==> config.mk <==
export PLATFORM = sky130hd
export DESIGN_NAME = wildcard_pattern_matcher_flat
export DESIGN_NICKNAME = d
export VERILOG_FILES = /design/src/hw/rtl/wpm_pkg.sv /design/src/hw/rtl/wpm_if.sv /design/src/hw/rtl/wpm_cell.sv /design/src/hw/rtl/wildcard_pattern_matcher.sv /design/src/flat_wrapper.sv
export SDC_FILE = /design/constraint.sdc
export NUM_CORES = 1
export LEC_CHECK = 0
export BUFFER_PORTS_ARGS = -buffer_cell sky130_fd_sc_hd__buf_2
export CAP_MARGIN = 20
export CORE_ASPECT_RATIO = 1.25
export CORE_MARGIN = 4
export CORE_UTILIZATION = 28
export CTS_BUF_LIST = sky130_fd_sc_hd__clkbuf_4
export DETAILED_ROUTE_END_ITERATION = 7
export PLACE_DENSITY = 0.47
export SLEW_MARGIN = 20
export SYNTH_ARGS = -nofsm -noshare
export SYNTH_HDL_FRONTEND = slang
export SYNTH_SLANG_ARGS = --single-unit
==> constraint.sdc <==
create_clock -name clk_i -period 3.4 [get_ports clk_i]
set_input_delay 0.34 -clock clk_i [delete_from_list [all_inputs] [get_ports clk_i]]
set_output_delay 0.34 -clock clk_i [all_outputs]
set_load 0.02 [all_outputs]
==> src/hw/rtl/wpm_pkg.sv <==
// shared types and constants of the wildcard pattern matcher
`timescale 1ns / 1ps

package wpm_pkg;

  // request codes carried in req_type
  typedef enum logic [1:0] {
    REQ_APPEND  = 2'd0,
    REQ_TEXT    = 2'd1,
    REQ_CLEAR   = 2'd2,
    REQ_RESTART = 2'd3
  } req_type_e;

  // controller states
  typedef enum logic [1:0] {
    ST_IDLE,
    ST_SEED,
    ST_PROP,
    ST_DONE
  } state_e;

  // wildcard bytes
  localparam logic [7:0] StarByte = 8'd42;
  localparam logic [7:0] AnyByte  = 8'd63;

  // controls broadcast to every cell
  typedef struct packed {
    logic       seed;     // load the row from the old row and the text byte
    logic       restart;  // seed clears the row instead of taking a text byte
    logic       prop;     // stars pick up the bit of the left neighbour
    logic [7:0] ch;       // text byte being matched
  } cell_ctrl_t;

endpackage

==> src/hw/rtl/wpm_if.sv <==
// valid/ready channel interfaces for request and response beats
`timescale 1ns / 1ps

interface wpm_req_if;
  logic       valid;
  logic       ready;
  logic [1:0] req_type;
  logic [7:0] ch;

  modport source (output valid, output req_type, output ch, input ready);
  modport sink   (input valid, input req_type, input ch, output ready);
endinterface

interface wpm_rsp_if;
  logic valid;
  logic ready;
  logic matched;
  logic pattern_overflow;

  modport source (output valid, output matched, output pattern_overflow, input ready);
  modport sink   (input valid, input matched, input pattern_overflow, output ready);
endinterface

==> src/hw/rtl/wpm_cell.sv <==
// one pattern position: stored byte and its prefix match bit
`timescale 1ns / 1ps

module wpm_cell (
  input  logic                clk_i,
  input  logic                rst_ni,
  input  wpm_pkg::cell_ctrl_t ctrl_i,
  input  logic                wr_en_i,
  input  logic [7:0]          wr_byte_i,
  input  logic                valid_i,
  input  logic                left_i,
  output logic                bit_o
);

  logic [7:0] pat_q;
  logic       bit_q;
  logic       bit_d;
  logic       is_star;
  logic       hit;

  // pattern byte store
  always_ff @(posedge clk_i) begin
    if (wr_en_i) begin
      pat_q <= wr_byte_i;
    end
  end

  assign is_star = (pat_q == wpm_pkg::StarByte);
  assign hit     = (pat_q == ctrl_i.ch) || (pat_q == wpm_pkg::AnyByte);

  // match bit update: cells past the pattern end clear; seed from the old row, then let stars pick up the left bit
  always_comb begin
    bit_d = bit_q;
    if (!valid_i) begin
      if (ctrl_i.seed || ctrl_i.prop) begin
        bit_d = 1'b0;
      end
    end else if (ctrl_i.seed) begin
      if (ctrl_i.restart) begin
        bit_d = 1'b0;
      end else if (is_star) begin
        bit_d = bit_q;
      end else begin
        bit_d = left_i & hit;
      end
    end else if (ctrl_i.prop && is_star) begin
      bit_d = bit_q | left_i;
    end
  end

  always_ff @(posedge clk_i or negedge rst_ni) begin
    if (!rst_ni) begin
      bit_q <= 1'b0;
    end else begin
      bit_q <= bit_d;
    end
  end

  assign bit_o = bit_q;

endmodule

==> src/hw/rtl/wildcard_pattern_matcher.sv <==
// wildcard pattern matcher: row of pattern cells and its sequencer
// sequence: accept, a seed step, a propagation step per pattern byte, and a result step
//   that waits for a free response register; a dropped append goes straight to the result step
// requests: no new request beat is taken until the last one's response is registered; the
//   propagation steps let star bits travel one cell per cycle along the chain
// reset: pattern length zero, match row cleared, text empty; pattern bytes are not reset
`timescale 1ns / 1ps

module wildcard_pattern_matcher #(
  parameter int MAX_PATTERN = 64
) (
  input  logic      clk_i,
  input  logic      rst_ni,
  wpm_req_if.sink   req_i,
  wpm_rsp_if.source rsp_o
);

  localparam int LenW = $clog2(MAX_PATTERN + 1);
  localparam int IdxW = (MAX_PATTERN > 1) ? $clog2(MAX_PATTERN) : 1;

  wpm_pkg::state_e    state_q, state_d;
  logic [LenW-1:0]    len_q, len_d;
  logic [LenW-1:0]    cnt_q, cnt_d;
  logic               text_empty_q, text_empty_d;
  logic               restart_q, restart_d;
  logic               ovf_q, ovf_d;
  logic [7:0]         ch_q, ch_d;
  logic               out_valid_q, out_valid_d;
  logic               out_match_q, out_match_d;
  logic               out_ovf_q, out_ovf_d;

  logic               accept;
  logic               full;
  logic               append_ok;
  logic               out_free;
  logic               whole;
  logic [IdxW-1:0]    last_idx;
  logic               left0;
  wpm_pkg::cell_ctrl_t ctrl;

  logic [MAX_PATTERN-1:0] row;
  logic [MAX_PATTERN-1:0] valid_mask;

  assign accept    = req_i.valid && req_i.ready;
  assign full      = (len_q == LenW'(MAX_PATTERN));
  assign append_ok = accept && (wpm_pkg::req_type_e'(req_i.req_type) == wpm_pkg::REQ_APPEND)
                     && !full;
  assign out_free  = !out_valid_q || rsp_o.ready;

  // row of cells
  for (genvar k = 0; k < MAX_PATTERN; k++) begin : g_cell
    logic left;
    if (k == 0) begin : g_first
      assign left = left0;
    end else begin : g_rest
      assign left = row[k-1];
    end
    assign valid_mask[k] = (LenW'(k) < len_q);

    wpm_cell u_cell (
      .clk_i     (clk_i),
      .rst_ni    (rst_ni),
      .ctrl_i    (ctrl),
      .wr_en_i   (append_ok && (len_q == LenW'(k))),
      .wr_byte_i (req_i.ch),
      .valid_i   (valid_mask[k]),
      .left_i    (left),
      .bit_o     (row[k])
    );
  end

  // left input of the first cell: empty-text flag on seed, restart boundary on propagation
  assign left0 = (state_q == wpm_pkg::ST_SEED) ? text_empty_q : restart_q;

  assign ctrl.seed    = (state_q == wpm_pkg::ST_SEED);
  assign ctrl.restart = restart_q;
  assign ctrl.prop    = (state_q == wpm_pkg::ST_PROP);
  assign ctrl.ch      = ch_q;

  // whole-pattern match from the last valid cell
  assign last_idx = IdxW'(len_q - LenW'(1));
  assign whole    = (len_q == '0) ? text_empty_q : row[last_idx];

  // sequencer
  always_comb begin
    state_d      = state_q;
    len_d        = len_q;
    cnt_d        = cnt_q;
    text_empty_d = text_empty_q;
    restart_d    = restart_q;
    ovf_d        = ovf_q;
    ch_d         = ch_q;
    out_valid_d  = out_valid_q;
    out_match_d  = out_match_q;
    out_ovf_d    = out_ovf_q;

    if (out_valid_q && rsp_o.ready) begin
      out_valid_d = 1'b0;
    end

    case (state_q)
      wpm_pkg::ST_IDLE: begin
        if (accept) begin
          ch_d  = req_i.ch;
          ovf_d = 1'b0;
          case (wpm_pkg::req_type_e'(req_i.req_type))
            wpm_pkg::REQ_APPEND: begin
              if (full) begin
                ovf_d   = 1'b1;
                state_d = wpm_pkg::ST_DONE;
              end else begin
                len_d     = len_q + LenW'(1);
                restart_d = 1'b1;
                state_d   = wpm_pkg::ST_SEED;
              end
            end
            wpm_pkg::REQ_TEXT: begin
              restart_d = 1'b0;
              state_d   = wpm_pkg::ST_SEED;
            end
            wpm_pkg::REQ_CLEAR: begin
              len_d     = '0;
              restart_d = 1'b1;
              state_d   = wpm_pkg::ST_SEED;
            end
            default: begin
              restart_d = 1'b1;
              state_d   = wpm_pkg::ST_SEED;
            end
          endcase
        end
      end
      wpm_pkg::ST_SEED: begin
        text_empty_d = restart_q;
        cnt_d        = len_q;
        state_d      = (len_q == '0) ? wpm_pkg::ST_DONE : wpm_pkg::ST_PROP;
      end
      wpm_pkg::ST_PROP: begin
        cnt_d = cnt_q - LenW'(1);
        if (cnt_q == LenW'(1)) begin
          state_d = wpm_pkg::ST_DONE;
        end
      end
      wpm_pkg::ST_DONE: begin
        if (out_free) begin
          out_valid_d = 1'b1;
          out_match_d = whole;
          out_ovf_d   = ovf_q;
          state_d     = wpm_pkg::ST_IDLE;
        end
      end
      default: begin
        state_d = wpm_pkg::ST_IDLE;
      end
    endcase
  end

  always_ff @(posedge clk_i or negedge rst_ni) begin
    if (!rst_ni) begin
      state_q      <= wpm_pkg::ST_IDLE;
      len_q        <= '0;
      cnt_q        <= '0;
      text_empty_q <= 1'b1;
      restart_q    <= 1'b1;
      ovf_q        <= 1'b0;
      out_valid_q  <= 1'b0;
    end else begin
      state_q      <= state_d;
      len_q        <= len_d;
      cnt_q        <= cnt_d;
      text_empty_q <= text_empty_d;
      restart_q    <= restart_d;
      ovf_q        <= ovf_d;
      out_valid_q  <= out_valid_d;
    end
  end

  // payload registers
  always_ff @(posedge clk_i) begin
    ch_q        <= ch_d;
    out_match_q <= out_match_d;
    out_ovf_q   <= out_ovf_d;
  end

  assign req_i.ready            = (state_q == wpm_pkg::ST_IDLE);
  assign rsp_o.valid            = out_valid_q;
  assign rsp_o.matched          = out_match_q;
  assign rsp_o.pattern_overflow = out_ovf_q;

`ifndef ASSERT_OFF
  // a dropped append leaves the pattern alone and goes straight to the result
  a_ovf_drop: assert property (@(posedge clk_i) disable iff (!rst_ni)
    (accept && wpm_pkg::req_type_e'(req_i.req_type) == wpm_pkg::REQ_APPEND && full)
    |=> (state_q == wpm_pkg::ST_DONE) && $stable(len_q))
    else $error("dropped append changed state");

  // propagation never runs with an exhausted count
  a_prop_cnt: assert property (@(posedge clk_i) disable iff (!rst_ni)
    (state_q == wpm_pkg::ST_PROP) |-> (cnt_q != '0))
    else $error("propagation with zero count");

  // cells past the pattern end hold no match bit once idle
  a_row_mask: assert property (@(posedge clk_i) disable iff (!rst_ni)
    (state_q == wpm_pkg::ST_IDLE) |-> ((row & ~valid_mask) == '0))
    else $error("match bit set past pattern end");
`endif

endmodule

==> src/flat_wrapper.sv <==
// flat-port wrapper written by rule: the top's interface ports become plain ports
module wildcard_pattern_matcher_flat 
#(
  parameter int MAX_PATTERN = 64
)
  (clk_i, rst_ni, req_i_valid, req_i_req_type, req_i_ch, req_i_ready, rsp_o_valid, rsp_o_matched, rsp_o_pattern_overflow, rsp_o_ready);
  wpm_req_if req_i_i ();
  wpm_rsp_if rsp_o_i ();
  input  logic clk_i;
  input  logic rst_ni;
  input wire logic [$bits(req_i_i.valid)-1:0] req_i_valid;
  input wire logic [$bits(req_i_i.req_type)-1:0] req_i_req_type;
  input wire logic [$bits(req_i_i.ch)-1:0] req_i_ch;
  output wire logic [$bits(req_i_i.ready)-1:0] req_i_ready;
  output wire logic [$bits(rsp_o_i.valid)-1:0] rsp_o_valid;
  output wire logic [$bits(rsp_o_i.matched)-1:0] rsp_o_matched;
  output wire logic [$bits(rsp_o_i.pattern_overflow)-1:0] rsp_o_pattern_overflow;
  input wire logic [$bits(rsp_o_i.ready)-1:0] rsp_o_ready;
  assign req_i_i.valid = req_i_valid;
  assign req_i_i.req_type = req_i_req_type;
  assign req_i_i.ch = req_i_ch;
  assign req_i_ready = req_i_i.ready;
  assign rsp_o_valid = rsp_o_i.valid;
  assign rsp_o_matched = rsp_o_i.matched;
  assign rsp_o_pattern_overflow = rsp_o_i.pattern_overflow;
  assign rsp_o_i.ready = rsp_o_ready;
  wildcard_pattern_matcher #(.MAX_PATTERN(MAX_PATTERN)) u_core (.clk_i(clk_i), .rst_ni(rst_ni), .req_i(req_i_i), .rsp_o(rsp_o_i));
endmodule
Word level (Yosys, flattened, before mapping)
Cells that the tools add are included.
{"block": "word_totals", "ff_bits": 606, "wordCells": 1408, "inputBits": 14}
{"block": "op_classes", "reduce_logical": 338, "n_eq_ne": 394, "addsub": 3, "bitwise_logic": 128, "n_lt_le_gt_ge": 65, "n_mux": 342}
{"op": "== test 8 x 6 -> 1 bit (second input constant)", "count": 128}
{"op": "== test 8 bit", "count": 64}
{"op": "2-to-1 mux 1 bit", "count": 331}
{"op": "inequality test 4 x 3 -> 1 bit (second input constant)", "count": 64}
{"op": "== test 7 x 6 -> 1 bit (second input constant)", "count": 32}
{"op": "< comparator 6 x 7 -> 1 bit (first input constant)", "count": 32}
{"op": "AND reduction 3 bit", "count": 66}
{"op": "inequality test 3 x 1 -> 1 bit (second input constant)", "count": 63}
{"op": "logical AND 1 bit", "count": 132}
{"op": "nonzero test 2 bit", "count": 66}
{"op": "== test 7 x 5 -> 1 bit (second input constant)", "count": 16}
{"op": "< comparator 5 x 7 -> 1 bit (first input constant)", "count": 16}
{"op": "logical OR 1 bit", "count": 66}
{"op": "bitwise AND 1 bit", "count": 64}
{"op": "OR 1 bit", "count": 64}
{"op": "== test 7 x 4 -> 1 bit (second input constant)", "count": 8}
{"op": "< comparator 4 x 7 -> 1 bit (first input constant)", "count": 8}
{"op": "== test 7 x 3 -> 1 bit (second input constant)", "count": 4}
{"op": "< comparator 3 x 7 -> 1 bit (first input constant)", "count": 4}
{"op": "one-hot mux 7 bit (2 select lines)", "count": 2}
{"op": "== test 7 x 1 -> 1 bit (second input constant)", "count": 2}
{"op": "== test 7 x 2 -> 1 bit (second input constant)", "count": 2}
{"op": "< comparator 1 x 7 -> 1 bit (first input constant)", "count": 2}
{"op": "< comparator 2 x 7 -> 1 bit (first input constant)", "count": 2}
{"op": "20 further kinds", "count": 32}

Logic depth before layout (Yosys ltp)
{"block": "depth", "depth_word": 7, "mapped_depth": 11}

Cells and area by module
From an unflattened synthesis, not the netlist that was laid out.
{"block": "unflattened", "cells_unflattened": 2591, "hier_area_um2": 32207.1}
{"module": "wpm_cell", "instances": 64, "cells_per_inst": 34, "area_each_um2": 452.9}
{"module": "wildcard_pattern_matcher", "instances": 1, "cells_per_inst": 415, "area_each_um2": 3219.3}

Least setup slack after synthesis
OpenSTA, ideal clock, no wires.
{"block": "synth_path", "path_type": "flip-flop to flip-flop", "startpoint": "register u_core.len_q[0]", "endpoint": "register u_core.g_cell[9].u_cell.pat_q[0] (enable)", "setup_slack_ns": 0.080, "arrival_ns": 2.925, "period_less_slack_ns": 3.320, "setup_time_ns": 0.395, "t_required_ns": 3.005, "path_stages_with_launch": 11, "cell_sequence": "dfrtp_1 buf_2 buf_4 clkinv_1 ha_1 or4b_4 or3b_1 and2_1 buf_6 nand3_2 nor4_1"}
{"block": "synth_between", "elab_chain_len": 4, "word_cells_on_any_way": 5, "classes_between": "eq/ne: 2; reduce/logical: 3"}
{"item": "start, declared", "line": "wildcard_pattern_matcher.sv:22", "rtl": "logic [LenW-1:0] len_q, len_d;"}
{"item": "start signal, assigned", "line": "wildcard_pattern_matcher.sv:169", "rtl": "len_q <= len_d;"}
{"item": "== test 7 bit", "line": "wildcard_pattern_matcher.sv:45", "rtl": "assign full = (len_q == LenW'(MAX_PATTERN));"}
{"item": "zero test 1 bit", "line": "wildcard_pattern_matcher.sv:47", "rtl": "&& !full;"}
{"item": "logical AND 1 bit", "line": "wildcard_pattern_matcher.sv:47"}
{"item": "logical AND 1 bit (*)", "line": "wildcard_pattern_matcher.sv:64", "rtl": ".wr_en_i (append_ok && (len_q == LenW'(k))),"}
{"item": "named net u_core.g_cell[9].u_cell.wr_en_i", "line": "wpm_cell.sv:8", "rtl": "input logic wr_en_i,"}
{"item": "end signal, assigned", "line": "wpm_cell.sv:24", "rtl": "pat_q <= wr_byte_i;"}
{"item": "end, declared", "line": "wpm_cell.sv:15", "rtl": "logic [7:0] pat_q;"}
Mark *: on every way through the listed nets, which the timed path passes. The rest lies on a longest branch.
A chain may end at the register's enable or synchronous reset.

Worst setup path after layout
{"block": "layout_path", "startpoint": "register u_core.state_q[1]", "endpoint": "register u_core.g_cell[46].u_cell.pat_q[1] (enable)"}
{"block": "layout_between", "elab_chain_len": 5}
{"item": "start, declared", "line": "wildcard_pattern_matcher.sv:21", "rtl": "wpm_pkg::state_e state_q, state_d;"}
{"item": "start signal, assigned", "line": "wildcard_pattern_matcher.sv:160", "rtl": "state_q <= wpm_pkg::ST_IDLE;"}
{"item": "start signal, assigned", "line": "wildcard_pattern_matcher.sv:168", "rtl": "state_q <= state_d;"}
{"item": "zero test 2 bit", "line": "wildcard_pattern_matcher.sv:185", "rtl": "assign req_i.ready = (state_q == wpm_pkg::ST_IDLE);"}
{"item": "logical AND 1 bit", "line": "wildcard_pattern_matcher.sv:44", "rtl": "assign accept = req_i.valid && req_i.ready;"}
{"item": "logical AND 1 bit", "line": "wildcard_pattern_matcher.sv:46", "rtl": "assign append_ok = accept && (wpm_pkg::req_type_e'(req_i.req_type) == wpm_pkg::REQ_APPEND)"}
{"item": "logical AND 1 bit", "line": "wildcard_pattern_matcher.sv:47"}
{"item": "logical AND 1 bit", "line": "wildcard_pattern_matcher.sv:64"}
{"item": "named net u_core.g_cell[46].u_cell.wr_en_i", "line": "wpm_cell.sv:8"}
{"item": "end signal, assigned", "line": "wpm_cell.sv:24"}
{"item": "end, declared", "line": "wpm_cell.sv:15"}
The timed path passes the listed nets, and every way through them passes these cells.

==> impl_metrics.csv <==
group,metric,value,unit
setup_path,crit_end,"u_core.g_cell[46].u_cell.pat_q[1]",
yosys,synth_compound_area_share,7.66,%
yosys,async_reset_ff_share,13.9,%
clock_tree,cts_tree,"yes",
yosys,yosys_warnings,0,
yosys,synth_top_family_by_area,"XOR/XNOR gates",
power_and_ir_drop,vdd_drop_max,0.296,mV
global_routing,grt_antenna_before_repair,5,
power_and_ir_drop,power_leakage,11.1,nW
setup_path,crit_type,"flop to flop",
setup_path,end_kind,"flop",
layout,drive_above_1_share,16.0,%
layout,fin_area,0.0356,mm^2
yosys,synth_adder_area_share,0.488,%
floorplanning,rows,135,
global_routing,grtUsageMet3,3.33,%
placement,routabilityCongestion,0.896,
setup_path,r2r-start,"u_core.state_q[1]",
setup_path,cpLargestDelayFamily,"simple AND/OR/NAND/NOR gates",
routing,dr.pass1.iters,7,
sta,skew,0.0481,ns
routing,antenna_left,0,
layout,area_delta_synth_final,15.7,%
layout,layout_common_cells,"edfxtp_1 (522), xnor2_1 (492), nor2_1 (264)",
setup_path,worstPathRequired,4.06,ns
setup_path,critPathMaxStageDelay,0.86,ns
yosys,syn-instance-count,2539,
outcome,status,"complete, no violations",
floorplanning,die-area,0.115,mm^2
routing,wl_per_cell,25.0,um
floorplanning,core-area,0.109,mm^2
clock_tree,htreeDepth,4,
floorplanning,die_h,379,um
sta,worst_hold_slack,0.228,ns
yosys,netlist_area,0.0308,mm^2
setup_path,path_max_fanout,8,
clock_tree,clock_sinks,606,
setup_path,startpoint_type,"flop",
yosys,synth_cell_types,76,
yosys,ys_ff_latch,606,
layout,n_fill_cell,10900,
setup_path,crit_slowest_cell,"nor3_1",
worst_hold_path,hp-class,"input pin to flop",
floorplanning,die_x,305,um
yosys,ys_seq_area_share,57.8,%
placement,port_buffers,17,
sta,setup-violations-final,0,
clock_tree,cts_buffer_depth,3,
placement,hpwlAfterDp,68600,um
sta,fin_setup_tns,0,ns
clock_tree,cts_resized,0,
routing,vias,22400,
global_routing,grt_max_degree,66,
layout,multi_input_area,0.0124,mm^2
setup_path,cp.arrival,3.86,ns
routing,drt_iter0_drc,1606,
layout,layout.nets,2747,
setup_path,crit_buf_inv,2,
setup_path,r2r_end,"u_core.g_cell[46].u_cell.pat_q[1]",
yosys,synth-simple-area-share,13.5,%
sta,slew_violations,0,
yosys,muxShareOfSynthArea,3.72,%
floorplanning,num_io_pins,18,
clock_tree,root_buffer,"clkbuf_4",
setup_path,cp-startpoint,"u_core.state_q[1]",
yosys,synth-main-ff-cell,"edfxtp_1",
setup_path,reg2reg_slack,0.20,ns
sta,min_period,3.20,ns
layout,mostFrequentLayoutCell,"edfxtp_1",
sta,rsz0062_at_grt,"false",
global_routing,grt_pass1_wl,154000,um
clock_tree,clkTransAtPathRegs,0.06,ns
placement,dp.cells,3989,
global_routing,grt_use_met2,33.2,%
sta,finalCritPeriodShare,94.1,%
setup_path,cp_num_cells,8,
yosys,syn_nets,2565,
global_routing,grt_pass1_vias,23000,
sta,slew_headroom,28.2,%
global_routing,grt_use_total,18.1,%
placement,dpl-instance-area,0.0334,mm^2
yosys,synth_area_per_cell,12.1,um^2
sta,fmax,0.312,GHz
flow_run,max_cap_viol_count,0,
sta,worst_slew_pin_slew,1.07,ns
power_and_ir_drop,p_per_area,560,mW/mm^2
yosys,synth_edf_count,522,
global_routing,overflow,0,
setup_path,ff2ff_path_depth,8,
routing,drc,0,
global_routing,grt_most_used_layer,"met2",
yosys,synthXorXnorAreaFrac,14.7,%
global_routing,grt_use_met1,20.3,%
layout,ff_latch_area,0.0178,mm^2
routing,totalWireLength,107000,um
routing,drt-vias-per-instance,5.23,
clock_tree,numCtsBuffers,150,
sta,hold_violations,0,
setup_path,path_cells,"inv_1 > ha_1 > nand2_1 > nor3_1 > and2_1 > nand2_1 > buf_4 > nor3_1",
power_and_ir_drop,fin_total_pwr,19.9,mW
floorplanning,start_util,28.3,%
clock_tree,insertion_delay,1.04,ns
layout,fin_cells,4280,
## routing by layer
metal,share of wire [%],vias up
li1,-,9980
met4,4.6,0
met3,4.8,263
met5,0,-
met2,52,696
met1,39,11400
## cell usage after synthesis (21+ instances only)
master / instances / share of area [%]
a21o_1: 40 / 0.98
a21oi_1: 69 / 1.1
a311oi_1: 21 / 0.60
a31oi_1: 24 / 0.49
buf_2: 65 / 1.1
clkbuf_1: 54 / 0.66
dfrtp_1: 82 / 6.7
edfxtp_1: 522 / 51
mux2_2: 46 / 1.7
mux2i_1: 31 / 1.0
nand2_1: 77 / 0.94
nand3_1: 108 / 1.8
nand4_1: 177 / 3.6
nor2_1: 264 / 3.2
nor3_1: 30 / 0.49
nor4_1: 24 / 0.49
o21ai_0: 113 / 1.8
or4_1: 64 / 1.6
xnor2_1: 492 / 14
xor2_1: 26 / 0.74
## layout make-up
cell class	count	share of cell area, %
Multi-Input combinational cell	1789	34.9
Clock buffer	199	4.20
Clock inverter	72	1.51
Antenna cell	2	0.0141
Sequential cell	606	49.9
Tap cell	1438	5.05
Inverter	15	0.158
Timing Repair Buffer	159	4.21
## flip-flops by register name (all words and copies together), names as in the netlist
| signal | count |
|---|---|
| u_core.text_empty_q | 1 |
| u_core.ch_q | 8 |
| u_core.rsp_o.pattern_overflow | 1 |
| u_core.g_cell.u_cell.bit_o | 64 |
| u_core.state_q | 2 |
| u_core.g_cell.u_cell.pat_q | 512 |
| u_core.rsp_o.valid | 1 |
| u_core.rsp_o.matched | 1 |
| u_core.restart_q | 1 |
| u_core.len_q | 7 |
| u_core.cnt_q | 7 |
| u_core.ovf_q | 1 |
## power by group
group / switching [mW] / internal, mW / leakage, nW / total, mW
Combinational: 3.26 / 1.74 / 4.05 / 5.00
Clock: 3.03 / 3.44 / 1.17 / 6.46
Sequential: 0.242 / 8.23 / 5.84 / 8.47
## how the worst min path moves through the flow
stage / to / slack, ns / depth (start not counted) / start
2_1_floorplan: u_core.cnt_q[0] / 0.04 / 0 / rst_ni
3_3_place_gp: u_core.rsp_o.valid / 0.39 / 1 / rst_ni
3_5_place_dp: u_core.rsp_o.valid / 0.39 / 1 / rst_ni
4_1_cts: u_core.rsp_o.valid / 0.09 / 4 / rsp_o_ready
5_1_grt: u_core.rsp_o.valid / 0.13 / 4 / rsp_o_ready
6_report: u_core.rsp_o.valid / 0.23 / 4 / rsp_o_ready
## metrics by stage
stage          utilization (%)  setup slack, ns
6_report                  32.7            0.199
5_1_grt                   32.7           0.0306
4_1_cts                   32.7            0.165
3_5_place_dp              30.7            0.178
3_3_place_gp              30.7            0.335
2_1_floorplan                -           0.0803
## what timing repair did
item,in CTS,in global routing
hold buffers,18,0
buffers inserted,0,0
endpoints found under the hold margin,509,0
## kinds of logic after synthesis
kind of cell	after synthesis
compound gates	362
xor+xnor	518
fa+ha+maj	12
buf+inv	144
flops	606
mux	91
simple gates	806
## worst reg2reg max path: stages (launching register included)
cell	delay, ns
dfrtp_1	0.42
inv_1	0.17
ha_1	0.22
nand2_1	0.17
nor3_1	0.25
and2_1	0.41
nand2_1	0.13
buf_4	0.20
nor3_1	0.87
(Power assumes the default switching activity.)
